[config.mk]
export PLATFORM = sky130hd
export DESIGN_NAME = distance_speed_maneuver_fsm_flat
export DESIGN_NICKNAME = d
export VERILOG_FILES = /design/src/rtl/dsm_pkg.sv /design/src/rtl/dsm_if.sv /design/src/rtl/dsm_ctrl.sv /design/src/rtl/dsm_dp.sv /design/src/rtl/distance_speed_maneuver_fsm.sv /design/src/flat_wrapper.sv
export SDC_FILE = /design/constraint.sdc
export NUM_CORES = 1
export LEC_CHECK = 0
export BUFFER_PORTS_ARGS = -buffer_cell sky130_fd_sc_hd__buf_2
export CORE_MARGIN = 1
export CORE_UTILIZATION = 40
export DETAILED_ROUTE_END_ITERATION = 8
export SETUP_SLACK_MARGIN = 0.02
export SLEW_MARGIN = 5
export SYNTH_ARGS = -nofsm -noshare
export SYNTH_HDL_FRONTEND = slang
export SYNTH_SLANG_ARGS = --single-unit
[constraint.sdc]
create_clock -name clock -period 8.82 [get_ports clock]
set_input_delay 1.764 -clock clock [delete_from_list [all_inputs] [get_ports clock]]
set_output_delay 1.764 -clock clock [all_outputs]
set_load 0.02 [all_outputs]
[src/rtl/dsm_pkg.sv]
// Shared constants, mode codes and controller/datapath types for the speed controller.
package dsm_pkg;

   // Field widths.
   localparam int DIST_W = 10;
   localparam int DUR_W  = 16;
   localparam int TIME_W = 32;
   localparam int SPD_W  = 8;
   localparam int MODE_W = 2;
   localparam int IDX_W  = 2;

   // Divider sizing: the quotient stays below 100, so seven bits cover it.
   localparam int QUOT_W = 7;
   localparam int PROD_W = 17;
   localparam int DIVR_W = DIST_W + QUOT_W - 1;
   localparam int CNT_W  = 3;
   localparam logic [CNT_W-1:0] DIV_FIRST = CNT_W'(QUOT_W - 1);
   localparam logic [PROD_W-1:0] PCT_SCALE = PROD_W'(100);

   // Operating modes.
   localparam logic [MODE_W-1:0] MODE_NORMAL    = 2'd0;
   localparam logic [MODE_W-1:0] MODE_STOPPING  = 2'd1;
   localparam logic [MODE_W-1:0] MODE_REVERSING = 2'd2;
   localparam logic [MODE_W-1:0] MODE_SLOW_FWD  = 2'd3;

   // Speed commands in percent.
   localparam logic signed [SPD_W-1:0] SPEED_STOP    = 8'sd0;
   localparam logic signed [SPD_W-1:0] SPEED_REVERSE = -8'sd20;
   localparam logic signed [SPD_W-1:0] SPEED_CREEP   = 8'sd20;
   localparam logic signed [SPD_W-1:0] SPEED_FULL    = 8'sd100;

   // Register indexes.
   localparam logic [IDX_W-1:0] CSR_MIN_DIST = 2'd0;
   localparam logic [IDX_W-1:0] CSR_MAX_DIST = 2'd1;
   localparam logic [IDX_W-1:0] CSR_STOP_MS  = 2'd2;
   localparam logic [IDX_W-1:0] CSR_REV_MS   = 2'd3;

   // Reset values of the registers.
   localparam logic [DIST_W-1:0] RST_MIN_DIST = 10'd5;
   localparam logic [DIST_W-1:0] RST_MAX_DIST = 10'd60;
   localparam logic [DUR_W-1:0]  RST_STOP_MS  = 16'd500;
   localparam logic [DUR_W-1:0]  RST_REV_MS   = 16'd200;

   // Commands from the controller to the datapath.
   typedef struct packed {
      logic capture;
      logic eval;
      logic div_step;
      logic load_out;
   } cmd_type;

   // Status from the datapath to the controller.
   typedef struct packed {
      logic need_div;
      logic div_last;
   } status_type;

endpackage

[src/rtl/dsm_if.sv]
// Handshake channel interfaces for updates, results and register writes.

// Update channel: one distance reading and its timestamp per item.
interface dsm_req_if;
   logic                            valid;
   logic                            ready;
   logic [dsm_pkg::DIST_W-1:0]      distance_cm;
   logic [dsm_pkg::TIME_W-1:0]      now_ms;

   modport source (output valid, output distance_cm, output now_ms, input ready);
   modport sink   (input valid, input distance_cm, input now_ms, output ready);
endinterface

// Result channel: speed command and mode after the update.
interface dsm_rsp_if;
   logic                            valid;
   logic                            ready;
   logic signed [dsm_pkg::SPD_W-1:0] speed_pct;
   logic [dsm_pkg::MODE_W-1:0]      mode_out;

   modport source (output valid, output speed_pct, output mode_out, input ready);
   modport sink   (input valid, input speed_pct, input mode_out, output ready);
endinterface

// Register write channel.
interface dsm_csr_if;
   logic                            valid;
   logic                            ready;
   logic [dsm_pkg::IDX_W-1:0]       reg_index;
   logic [dsm_pkg::DUR_W-1:0]       data;

   modport source (output valid, output reg_index, output data, input ready);
   modport sink   (input valid, input reg_index, input data, output ready);
endinterface

[src/rtl/dsm_ctrl.sv]
// Sequencing state machine and result valid flag of the speed controller.
module dsm_ctrl (
   input  logic                clock,
   input  logic                reset,
   input  logic                req_valid,
   output logic                req_ready,
   output logic                rsp_valid,
   input  logic                rsp_ready,
   output dsm_pkg::cmd_type    cmd,
   input  dsm_pkg::status_type status
);

   localparam logic [1:0] ST_IDLE = 2'd0;
   localparam logic [1:0] ST_EVAL = 2'd1;
   localparam logic [1:0] ST_DIV  = 2'd2;
   localparam logic [1:0] ST_DONE = 2'd3;

   logic [1:0] state_ff, state_in;
   logic       rsp_valid_ff, rsp_valid_in;
   logic       out_free;

   assign req_ready = (state_ff == ST_IDLE);
   assign rsp_valid = rsp_valid_ff;
   assign out_free  = !rsp_valid_ff || rsp_ready;

   // Next state, datapath commands and result valid flag.
   always_comb begin
      state_in     = state_ff;
      rsp_valid_in = rsp_valid_ff;
      cmd          = '0;
      if (rsp_valid_ff && rsp_ready) begin
         rsp_valid_in = 1'b0;
      end
      unique case (state_ff)
         ST_IDLE: begin
            if (req_valid) begin
               cmd.capture = 1'b1;
               state_in    = ST_EVAL;
            end
         end
         ST_EVAL: begin
            cmd.eval = 1'b1;
            state_in = status.need_div ? ST_DIV : ST_DONE;
         end
         ST_DIV: begin
            cmd.div_step = 1'b1;
            if (status.div_last) begin
               state_in = ST_DONE;
            end
         end
         ST_DONE: begin
            if (out_free) begin
               cmd.load_out = 1'b1;
               rsp_valid_in = 1'b1;
               state_in     = ST_IDLE;
            end
         end
         default: state_in = ST_IDLE;
      endcase
   end

   always_ff @(posedge clock) begin
      if (reset) begin
         state_ff     <= ST_IDLE;
         rsp_valid_ff <= 1'b0;
      end else begin
         state_ff     <= state_in;
         rsp_valid_ff <= rsp_valid_in;
      end
   end

endmodule

[src/rtl/dsm_dp.sv]
// Datapath: registers, mode update, speed scaling and the bit-serial divider.
module dsm_dp (
   input  logic                                clock,
   input  logic                                reset,
   input  dsm_pkg::cmd_type                    cmd,
   output dsm_pkg::status_type                 status,
   input  logic [dsm_pkg::DIST_W-1:0]          req_distance_cm,
   input  logic [dsm_pkg::TIME_W-1:0]          req_now_ms,
   input  logic                                csr_write,
   input  logic [dsm_pkg::IDX_W-1:0]           csr_reg_index,
   input  logic [dsm_pkg::DUR_W-1:0]           csr_data,
   output logic signed [dsm_pkg::SPD_W-1:0]    rsp_speed_pct,
   output logic [dsm_pkg::MODE_W-1:0]          rsp_mode_out
);

   // Configuration registers.
   logic [dsm_pkg::DIST_W-1:0] min_ff, min_in;
   logic [dsm_pkg::DIST_W-1:0] max_ff, max_in;
   logic [dsm_pkg::DUR_W-1:0]  stop_ff, stop_in;
   logic [dsm_pkg::DUR_W-1:0]  rev_ff, rev_in;

   // Mode state.
   logic [dsm_pkg::MODE_W-1:0] mode_ff, mode_in;
   logic [dsm_pkg::TIME_W-1:0] start_ff, start_in;

   // Captured item and working registers.
   logic [dsm_pkg::DIST_W-1:0]       dist_ff, dist_in;
   logic [dsm_pkg::TIME_W-1:0]       now_ff, now_in;
   logic signed [dsm_pkg::SPD_W-1:0] speed_ff, speed_in;
   logic [dsm_pkg::PROD_W-1:0]       rem_ff, rem_in;
   logic [dsm_pkg::DIVR_W-1:0]       divr_ff, divr_in;
   logic [dsm_pkg::QUOT_W-1:0]       quot_ff, quot_in;
   logic [dsm_pkg::CNT_W-1:0]        cnt_ff, cnt_in;

   // Output register.
   logic signed [dsm_pkg::SPD_W-1:0] out_speed_ff, out_speed_in;
   logic [dsm_pkg::MODE_W-1:0]       out_mode_ff, out_mode_in;

   logic [dsm_pkg::TIME_W-1:0]   elapsed;
   logic                         far;
   logic [dsm_pkg::DIST_W-1:0]   diff;
   logic [dsm_pkg::DIST_W-1:0]   span;
   logic [dsm_pkg::PROD_W-1:0]   prod;
   logic [dsm_pkg::PROD_W:0]     trial;
   logic [dsm_pkg::QUOT_W-1:0]   quot_next;

   assign elapsed = now_ff - start_ff;
   assign far     = (dist_ff >= max_ff);
   assign diff    = dist_ff - min_ff;
   assign span    = max_ff - min_ff;
   assign prod    = dsm_pkg::PROD_W'(diff) * dsm_pkg::PCT_SCALE;

   // A near reading strictly between the limits needs the division.
   assign status.need_div = !far && (dist_ff != '0) && (dist_ff > min_ff) && (max_ff > min_ff);
   assign status.div_last = (cnt_ff == '0);

   // One restoring step per cycle, divisor shifted right each step.
   assign trial     = {1'b0, rem_ff} - (dsm_pkg::PROD_W + 1)'(divr_ff);
   assign quot_next = {quot_ff[dsm_pkg::QUOT_W-2:0], !trial[dsm_pkg::PROD_W]};

   assign rsp_speed_pct = out_speed_ff;
   assign rsp_mode_out  = out_mode_ff;

   always_comb begin
      min_in       = min_ff;
      max_in       = max_ff;
      stop_in      = stop_ff;
      rev_in       = rev_ff;
      mode_in      = mode_ff;
      start_in     = start_ff;
      dist_in      = dist_ff;
      now_in       = now_ff;
      speed_in     = speed_ff;
      rem_in       = rem_ff;
      divr_in      = divr_ff;
      quot_in      = quot_ff;
      cnt_in       = cnt_ff;
      out_speed_in = out_speed_ff;
      out_mode_in  = out_mode_ff;

      // Register writes.
      if (csr_write) begin
         unique case (csr_reg_index)
            dsm_pkg::CSR_MIN_DIST: min_in  = csr_data[dsm_pkg::DIST_W-1:0];
            dsm_pkg::CSR_MAX_DIST: max_in  = csr_data[dsm_pkg::DIST_W-1:0];
            dsm_pkg::CSR_STOP_MS:  stop_in = csr_data;
            dsm_pkg::CSR_REV_MS:   rev_in  = csr_data;
            default: ;
         endcase
      end

      // Capture an accepted item.
      if (cmd.capture) begin
         dist_in = req_distance_cm;
         now_in  = req_now_ms;
      end

      // Mode update and the speeds that need no division.
      if (cmd.eval) begin
         rem_in  = prod;
         divr_in = {span, {(dsm_pkg::QUOT_W-1){1'b0}}};
         quot_in = '0;
         cnt_in  = dsm_pkg::DIV_FIRST;
         if (far) begin
            case (mode_ff)
               dsm_pkg::MODE_NORMAL: begin
                  speed_in = dsm_pkg::SPEED_STOP;
                  mode_in  = dsm_pkg::MODE_STOPPING;
                  start_in = now_ff;
               end
               dsm_pkg::MODE_STOPPING: begin
                  speed_in = dsm_pkg::SPEED_STOP;
                  if (elapsed >= dsm_pkg::TIME_W'(stop_ff)) begin
                     mode_in  = dsm_pkg::MODE_REVERSING;
                     start_in = now_ff;
                  end
               end
               dsm_pkg::MODE_REVERSING: begin
                  speed_in = dsm_pkg::SPEED_REVERSE;
                  if (elapsed >= dsm_pkg::TIME_W'(rev_ff)) begin
                     mode_in  = dsm_pkg::MODE_SLOW_FWD;
                     start_in = now_ff;
                  end
               end
               default: speed_in = dsm_pkg::SPEED_CREEP;
            endcase
         end else begin
            mode_in  = dsm_pkg::MODE_NORMAL;
            start_in = now_ff;
            if (dist_ff == '0) begin
               speed_in = dsm_pkg::SPEED_FULL;
            end else begin
               speed_in = dsm_pkg::SPEED_STOP;
            end
         end
      end

      // Division step; the last one writes the speed, rounded down to even.
      if (cmd.div_step) begin
         if (!trial[dsm_pkg::PROD_W]) begin
            rem_in = trial[dsm_pkg::PROD_W-1:0];
         end
         quot_in = quot_next;
         divr_in = divr_ff >> 1;
         cnt_in  = cnt_ff - 1'b1;
         if (cnt_ff == '0) begin
            speed_in = {1'b0, quot_next[dsm_pkg::QUOT_W-1:1], 1'b0};
         end
      end

      // Result register.
      if (cmd.load_out) begin
         out_speed_in = speed_ff;
         out_mode_in  = mode_ff;
      end
   end

   // State and configuration registers.
   always_ff @(posedge clock) begin
      if (reset) begin
         min_ff   <= dsm_pkg::RST_MIN_DIST;
         max_ff   <= dsm_pkg::RST_MAX_DIST;
         stop_ff  <= dsm_pkg::RST_STOP_MS;
         rev_ff   <= dsm_pkg::RST_REV_MS;
         mode_ff  <= dsm_pkg::MODE_NORMAL;
         start_ff <= '0;
         cnt_ff   <= '0;
      end else begin
         min_ff   <= min_in;
         max_ff   <= max_in;
         stop_ff  <= stop_in;
         rev_ff   <= rev_in;
         mode_ff  <= mode_in;
         start_ff <= start_in;
         cnt_ff   <= cnt_in;
      end
   end

   // Payload registers.
   always_ff @(posedge clock) begin
      dist_ff      <= dist_in;
      now_ff       <= now_in;
      speed_ff     <= speed_in;
      rem_ff       <= rem_in;
      divr_ff      <= divr_in;
      quot_ff      <= quot_in;
      out_speed_ff <= out_speed_in;
      out_mode_ff  <= out_mode_in;
   end

endmodule

[src/rtl/distance_speed_maneuver_fsm.sv]
// Top level of the distance-to-speed controller with timed obstacle maneuver.
//
//   Channel   Direction  Carries
//   req_bus   in         distance_cm, now_ms
//   rsp_bus   out        speed_pct, mode_out
//   csr_bus   in         reg_index, data (register write)
//
// An item is captured and evaluated, and for the near-range speed it then passes
// through the 7-step bit-serial divider before its result is loaded.
// Reset (synchronous) restores the register defaults and normal mode.
// A finished result sits in the output register while the next item is taken;
// a stalled result channel holds the following item before its result is loaded.
// Register writes are always taken; csr ready is held high.
module distance_speed_maneuver_fsm (
   input  logic      clock,
   input  logic      reset,
   dsm_req_if.sink   req_bus,
   dsm_rsp_if.source rsp_bus,
   dsm_csr_if.sink   csr_bus
);

   dsm_pkg::cmd_type    cmd;
   dsm_pkg::status_type status;

   assign csr_bus.ready = 1'b1;

   // Sequencer.
   dsm_ctrl u_ctrl (
      .clock     (clock),
      .reset     (reset),
      .req_valid (req_bus.valid),
      .req_ready (req_bus.ready),
      .rsp_valid (rsp_bus.valid),
      .rsp_ready (rsp_bus.ready),
      .cmd       (cmd),
      .status    (status)
   );

   // Datapath.
   dsm_dp u_dp (
      .clock           (clock),
      .reset           (reset),
      .cmd             (cmd),
      .status          (status),
      .req_distance_cm (req_bus.distance_cm),
      .req_now_ms      (req_bus.now_ms),
      .csr_write       (csr_bus.valid),
      .csr_reg_index   (csr_bus.reg_index),
      .csr_data        (csr_bus.data),
      .rsp_speed_pct   (rsp_bus.speed_pct),
      .rsp_mode_out    (rsp_bus.mode_out)
   );

endmodule
[src/flat_wrapper.sv]
// flat-port wrapper written by rule: the top's interface ports become plain ports
module distance_speed_maneuver_fsm_flat 
  (clock, reset, req_bus_valid, req_bus_distance_cm, req_bus_now_ms, req_bus_ready, rsp_bus_valid, rsp_bus_speed_pct, rsp_bus_mode_out, rsp_bus_ready, csr_bus_valid, csr_bus_reg_index, csr_bus_data, csr_bus_ready);
  dsm_req_if req_bus_i ();
  dsm_rsp_if rsp_bus_i ();
  dsm_csr_if csr_bus_i ();
  input  logic clock;
  input  logic reset;
  input wire logic [$bits(req_bus_i.valid)-1:0] req_bus_valid;
  input wire logic [$bits(req_bus_i.distance_cm)-1:0] req_bus_distance_cm;
  input wire logic [$bits(req_bus_i.now_ms)-1:0] req_bus_now_ms;
  output wire logic [$bits(req_bus_i.ready)-1:0] req_bus_ready;
  output wire logic [$bits(rsp_bus_i.valid)-1:0] rsp_bus_valid;
  output wire logic [$bits(rsp_bus_i.speed_pct)-1:0] rsp_bus_speed_pct;
  output wire logic [$bits(rsp_bus_i.mode_out)-1:0] rsp_bus_mode_out;
  input wire logic [$bits(rsp_bus_i.ready)-1:0] rsp_bus_ready;
  input wire logic [$bits(csr_bus_i.valid)-1:0] csr_bus_valid;
  input wire logic [$bits(csr_bus_i.reg_index)-1:0] csr_bus_reg_index;
  input wire logic [$bits(csr_bus_i.data)-1:0] csr_bus_data;
  output wire logic [$bits(csr_bus_i.ready)-1:0] csr_bus_ready;
  assign req_bus_i.valid = req_bus_valid;
  assign req_bus_i.distance_cm = req_bus_distance_cm;
  assign req_bus_i.now_ms = req_bus_now_ms;
  assign req_bus_ready = req_bus_i.ready;
  assign rsp_bus_valid = rsp_bus_i.valid;
  assign rsp_bus_speed_pct = rsp_bus_i.speed_pct;
  assign rsp_bus_mode_out = rsp_bus_i.mode_out;
  assign rsp_bus_i.ready = rsp_bus_ready;
  assign csr_bus_i.valid = csr_bus_valid;
  assign csr_bus_i.reg_index = csr_bus_reg_index;
  assign csr_bus_i.data = csr_bus_data;
  assign csr_bus_ready = csr_bus_i.ready;
  distance_speed_maneuver_fsm u_core (.clock(clock), .reset(reset), .req_bus(req_bus_i), .rsp_bus(rsp_bus_i), .csr_bus(csr_bus_i));
endmodule
==> results of run 1 <==
-- routing by layer --
layer | track usage (%) | up-vias | share of wire (%)
li1 | - | 5130 | -
met1 | 24.2 | 4691 | 48
met2 | 31.1 | 159 | 47
met3 | 2.68 | 30 | 2.9
met4 | 5.88 | 0 | 1.9
met5 | 0 | - | 0
-- report_power, final --
part           switching [mW]  internal [mW]
Clock                   0.389          0.385
Combinational            1.93           1.41
Sequential              0.125           1.20
Total                    2.44           2.99
-- through the flow --
stage          cell area, um2  hold WS (ps)
2_1_floorplan           12800           401
3_5_place_dp            13500           416
3_3_place_gp            13500           414
5_1_grt                 14000           441
6_report                14000           432
4_1_cts                 14000           432
-- logic make-up (layout without fill, tap and decap cells) --
family          Yosys count  after routing  synth area share, %
simple gates            457            457                 17.8
compound gates          324            324                 16.2
buf+inv                 209            271                 6.56
flops                   191            191                 35.7
fa+ha+maj               162            162                 16.4
mux                      51             51                 4.05
xor+xnor                 48             48                 3.29
other cells               1              1               0.0294
-- final timing paths --
path                                start                            to  cells after the start
setup / recovery   u_core.u_dp.dist_ff[0]        u_core.u_dp.rem_ff[16]                     22
hold / removal    u_core.u_dp.speed_ff[0]  u_core.u_dp.rsp_speed_pct[0]                      0
setup reg to reg   u_core.u_dp.dist_ff[0]        u_core.u_dp.rem_ff[16]                     22
hold reg to reg   u_core.u_dp.speed_ff[0]  u_core.u_dp.rsp_speed_pct[0]                      0
-- worst register-to-register path, cell delays in order, from the launching register on --
cell and delay [ps]:
edfxtp_1 390, inv_1 90, ha_1 160, inv_1 50, fa_1 390, a21o_1 170, a21oi_1 220, o21ai_0 100
a21oi_1 230, xnor2_1 250, ha_1 310, ha_1 270, inv_1 50, fa_1 530, inv_1 40, ha_1 320
a21oi_1 200, o21ai_0 170, a21o_1 200, a21oi_1 180, xor2_1 90, and3_1 180, nor4_1 200
-- Yosys cell counts (28+ instances only) --
master	count	area [um2]
clkbuf_1	35	131
a21oi_1	125	626
ha_1	153	1910
inv_1	157	589
nand2b_1	75	469
nand2_1	145	544
o21ai_0	53	265
dfxtp_1	118	2360
xnor2_1	28	245
nor2_1	100	375
edfxtp_1	73	2190
mux2i_1	46	460
-- cell type report --
class | count | area share, %
multi-input cells | 1043 | 52.6
clock inverters | 14 | 1.01
inverters | 158 | 4.22
clock buffers | 18 | 3.13
flip-flops and latches | 191 | 32.4
well taps | 402 | 3.58
repair buffers | 81 | 2.99
-- flip-flops by register name (all words and copies together), names as in the netlist, 16 cells and up --
| name | flops |
|---|---|
| u_core.u_dp.now_ff | 32 |
| u_core.u_dp.start_ff | 32 |
| u_core.u_dp.rem_ff | 17 |
| u_core.u_dp.divr_ff | 16 |
| u_core.u_dp.rev_ff | 16 |
| u_core.u_dp.stop_ff | 16 |
==> flow_summary.yaml, run 1 <==
floorplanning:
  start_util_pct: 40.6
  dieArea_mm2: 0.0326
  dieHeight_um: 181
  rows: 65
  die_w_um: 181
  io_pins: 78
  core_area_mm2: 0.0315
global_routing:
  grt_pass1_wl_um: 48600
  antenna_found_initial: 0
  grt_max_degree: 127
  grt_pass1_vias: 9773
  grt-ovfl-total: 0
  track_usage_pct: 18.4
flow_run:
  cap_viol_max_count: 0
setup_path:
  crit_path_max_fanout: 3
  crit_required_ps: 9180
  slowest_stage: "fa_1"
  cp_data_arrival_time_ps: 5260
  critPathCaptureType: "flop"
  max_stage_delay_ps: 530
  worst-path-buf-inv: 4
  worstSetupPathType: "flop to flop"
  cp-start-kind: "flop"
  cp_top_family: "adder cells"
  r2r_slack_ps: 3920
  crit_chain: "inv_1, ha_1, inv_1, fa_1, a21o_1, a21oi_1, o21ai_0, a21oi_1, xnor2_1, ha_1, ha_1, inv_1, fa_1, inv_1, ha_1, a21oi_1, o21ai_0, a21o_1, a21oi_1, xor2_1, and3_1, nor4_1"
power:
  total_power_mw: 5.43
  ir_drop_uv: 217
  leakage_nw: 5.87
  power_density_mw_per_mm2: 387
sta:
  setup_ws_ps: 3920
  timing.fmax_mhz: 204
  timing.slew.headroom_pct: 22.7
  min_period_ps: 4900
  slew_viol_final: 0
  rsz0062_at_grt: "false"
  tns_ps: 0
  skew_ps: 17.7
  worst_pin_slew_ps: 1160
  finalHoldViolCount: 0
  post-route-period-util_pct: 55.5
  setup_violations: 0
clock_network:
  ctsResizeCount: 0
  cts_buffer_depth: 2
  clk_pin_slew_ps: 80
  post_cts_buffers: 0
  cts-htree-levels: 4
  ctsHoldBuffers: 0
  cts_tree: "yes"
  numClockSinks: 191
  clk_latency_ps: 450
  cts-buffers-inserted: 17
  cts-root-buf: "clkbuf_16"
cells_and_area:
  final_cell_mix: "157 x inv_1, 153 x ha_1, 145 x nand2_1"
  fin_util_pct: 44.6
  nets: 1719
  final_common_cell: "inv_1"
  area_growth_pct: 9.90
  finalNonFillerCells: 1907
  fillers: 3110
  multiInputGateArea_mm2: 0.00739
  layout-drive-gt1-share_pct: 9.24
  final-seq-area_mm2: 0.00455
  antenna_cells: 0
route:
  dr.first_iter.drc_count: 532
  finalWirelength_um: 29300
  vias: 10010
  wl_per_cell_um: 15.4
  viasPerCell: 5.25
  drtAntennaViolNets: 0
  first_pass_iters: 4
  drc: 0
synthesis:
  yosysSeqAreaShare_pct: 35.7
  syn_nets: 1670
  synth_cells: 1443
  ys.flop_type: "dfxtp_1"
  netlist_area_mm2: 0.0128
  synthArstFlopShare_pct: 0
  synth_cell_types: 79
  synth_area_per_cell_um2: 8.85
  yosys_warnings: 0
  ys_ff_latch: 191
  synth_edf_count: 73
placement:
  place.gp.congestion: 0.876
  dp.final_hpwl_um: 22400
  pre_cts_ws_ps: 3930
  port-buffer-count: 76
  post-place-cells: 1875
min_path:
  hold_path.class: "flop to flop"
run_status:
  outcome: "complete, no violations"
(Power assumes the default switching activity.)
==> run 2, diff against run 1 <==
clock period = 4.7 ns   (was 8.82 ns; I/O delays follow)
==> run 2 against run 1 <==
Net effect: power is 100% higher; worst setup slack worse by 3800 ps; critical path depth down 3; die area did not move; routed wire length increased by 3.6%; flip-flop and latch count stayed put; first-iteration DRC count increased by 0.19%; critical endpoint is now u_core.u_dp.start_ff[26]; highest routed layer unchanged.
==> flow_summary.yaml, run 2 (synthesized netlist as in run 1, its figures left out) <==
run_status:
  outcome: "complete, no violations"
clock_network:
  clk_pin_slew_ps: 80
  cts-htree-levels: 4
  cts-buffers-inserted: 17
  numClockSinks: 191
  cts_tree: "yes"
  ctsHoldBuffers: 0
  cts-root-buf: "clkbuf_16"
  cts_buffer_depth: 2
  clk_latency_ps: 450
placement:
  port-buffer-count: 76
  placed_cell_area_mm2: 0.0135
  pre_cts_ws_ps: -96.5
  dp.final_hpwl_um: 22400
  place.gp.congestion: 0.867
setup_path:
  cp_data_arrival_time_ps: 4880
  crit_chain: "ha_1, nor2b_4, o31a_1, a21o_1, o21a_1, a21o_1, a21oi_2, xnor2_2, ha_1, a21o_1, a2111oi_4, nand2_1, o22ai_2, o2111ai_2, nor4_2, and3_4, a221oi_4, clkbuf_16, mux2i_1"
  r2r_slack_ps: 150
  regToRegStartpoint: "u_core.u_dp.now_ff[1]"
  critPathCaptureType: "flop"
  max_stage_delay_ps: 410
  critPathMostFrequentCell: "a21o_1"
  cp_top_family: "compound AO/OA/AOI/OAI gates"
  cp-start-kind: "flop"
  crit_required_ps: 5030
  worstSetupPathType: "flop to flop"
  worst-path-buf-inv: 1
  crit_path_max_fanout: 8
  slowest_stage: "edfxtp_1"
  cp-startpoint: "u_core.u_dp.now_ff[1]"
floorplanning:
  dieHeight_um: 181
  die_w_um: 181
  rows: 65
  dieArea_mm2: 0.0326
  core_area_mm2: 0.0315
  io_pins: 78
  start_util_pct: 40.6
global_routing:
  grt_pass1_vias: 9791
  antenna_found_initial: 0
  grt_max_degree: 127
  grt_pass1_wl_um: 48700
  grt-ovfl-total: 0
  track_usage_pct: 18.4
route:
  vias: 10159
  drc: 0
  viasPerCell: 5.27
  drtAntennaViolNets: 0
  first_pass_iters: 5
  wl_per_cell_um: 15.7
  dr.first_iter.drc_count: 533
  finalWirelength_um: 30300
power:
  leakage_nw: 6.02
  ir_drop_uv: 457
  power_density_mw_per_mm2: 752
cells_and_area:
  final_cell_mix: "154 x inv_1, 146 x ha_1, 145 x nand2_1"
  area_growth_pct: 13.2
  postLayoutCellArea_mm2: 0.0145
  final_common_cell: "inv_1"
  nets: 1738
  top_regs: "u_core.u_dp.now_ff (32), u_core.u_dp.start_ff (32), u_core.u_dp.rem_ff (17)"
  antenna_cells: 0
  layout-drive-gt1-share_pct: 12.6
sta:
  rsz0062_at_grt: "true"
  post-route-period-util_pct: 96.9
  min_period_ps: 4550
  setup_ws_ps: 148
  worst_pin_slew_ps: 1120
  timing.fmax_mhz: 220
  timing.slew.headroom_pct: 25.1
  skew_ps: 15.9
  finalHoldViolCount: 0
  slew_viol_final: 0
  setup_violations: 0
min_path:
  hp-start: "u_core.u_dp.speed_ff[0]"
  hold_path.class: "flop to flop"
flow_run:
  cap_viol_max_count: 0
[run 2: changes by cell type in the layout (fill, tap and decap cells not counted), sizes merged]
cell and delta:
buf +17, bufinv +1, clkbuf +2, clkinv -2, inv +1
[run 2: final cells by class]
class,count,area (um2)
clock inverter,14,160
multi-input combinational,1043,7580
fill,3053,17000
tap,402,503
timing repair buffer,100,614
sequential,191,4560
inverter,158,593
clock buffer,18,450
[run 2: path summary, 6_finish.rpt]
path                                       end  cells after the start
hold reg to reg   u_core.u_dp.rsp_speed_pct[0]                      0
setup / recovery      u_core.u_dp.start_ff[26]                     19
setup reg to reg      u_core.u_dp.start_ff[26]                     19
hold / removal    u_core.u_dp.rsp_speed_pct[0]                      0
[run 2: timing repair]
action | 4_1_cts | 5_1_grt
buffers inserted | 0 | 10
setup endpoints to repair | 17 | 39
pin swaps | 1 | 22
resized for setup | 5 | 41
cloned | 0 | 3
[run 2: power breakdown]
part | leakage [nW] | internal [mW] | switching (mW)
registers | 1.66 | 2.25 | 0.238
logic | 4.06 | 3.03 | 3.83
clock network | 0.305 | 0.794 | 0.740
total | 6.02 | 6.07 | 4.81
[run 2: through the flow]
step                hold WS, ps  instances  utilization, %  TNS [ps]  total power, mW
CTS                         434       1913            44.9         0             10.5
floorplan                   401       1443               -         0             7.36
detailed placement          417       1881            42.9     -96.5             8.91
finish                      433       1926            45.9         0             10.9
global placement            415       1881            42.9         0             8.79
global route                442       1926            45.9     -38.0             11.9
[run 2: per-layer routing]
metal  up-vias  wire length (um)  GRT usage (%)
li1       5162                 -              -
met1      4765             14200           24.0
met2       197             14400           31.2
met3        35              1010           2.58
met4         0               628           6.22
met5         -                 0              0
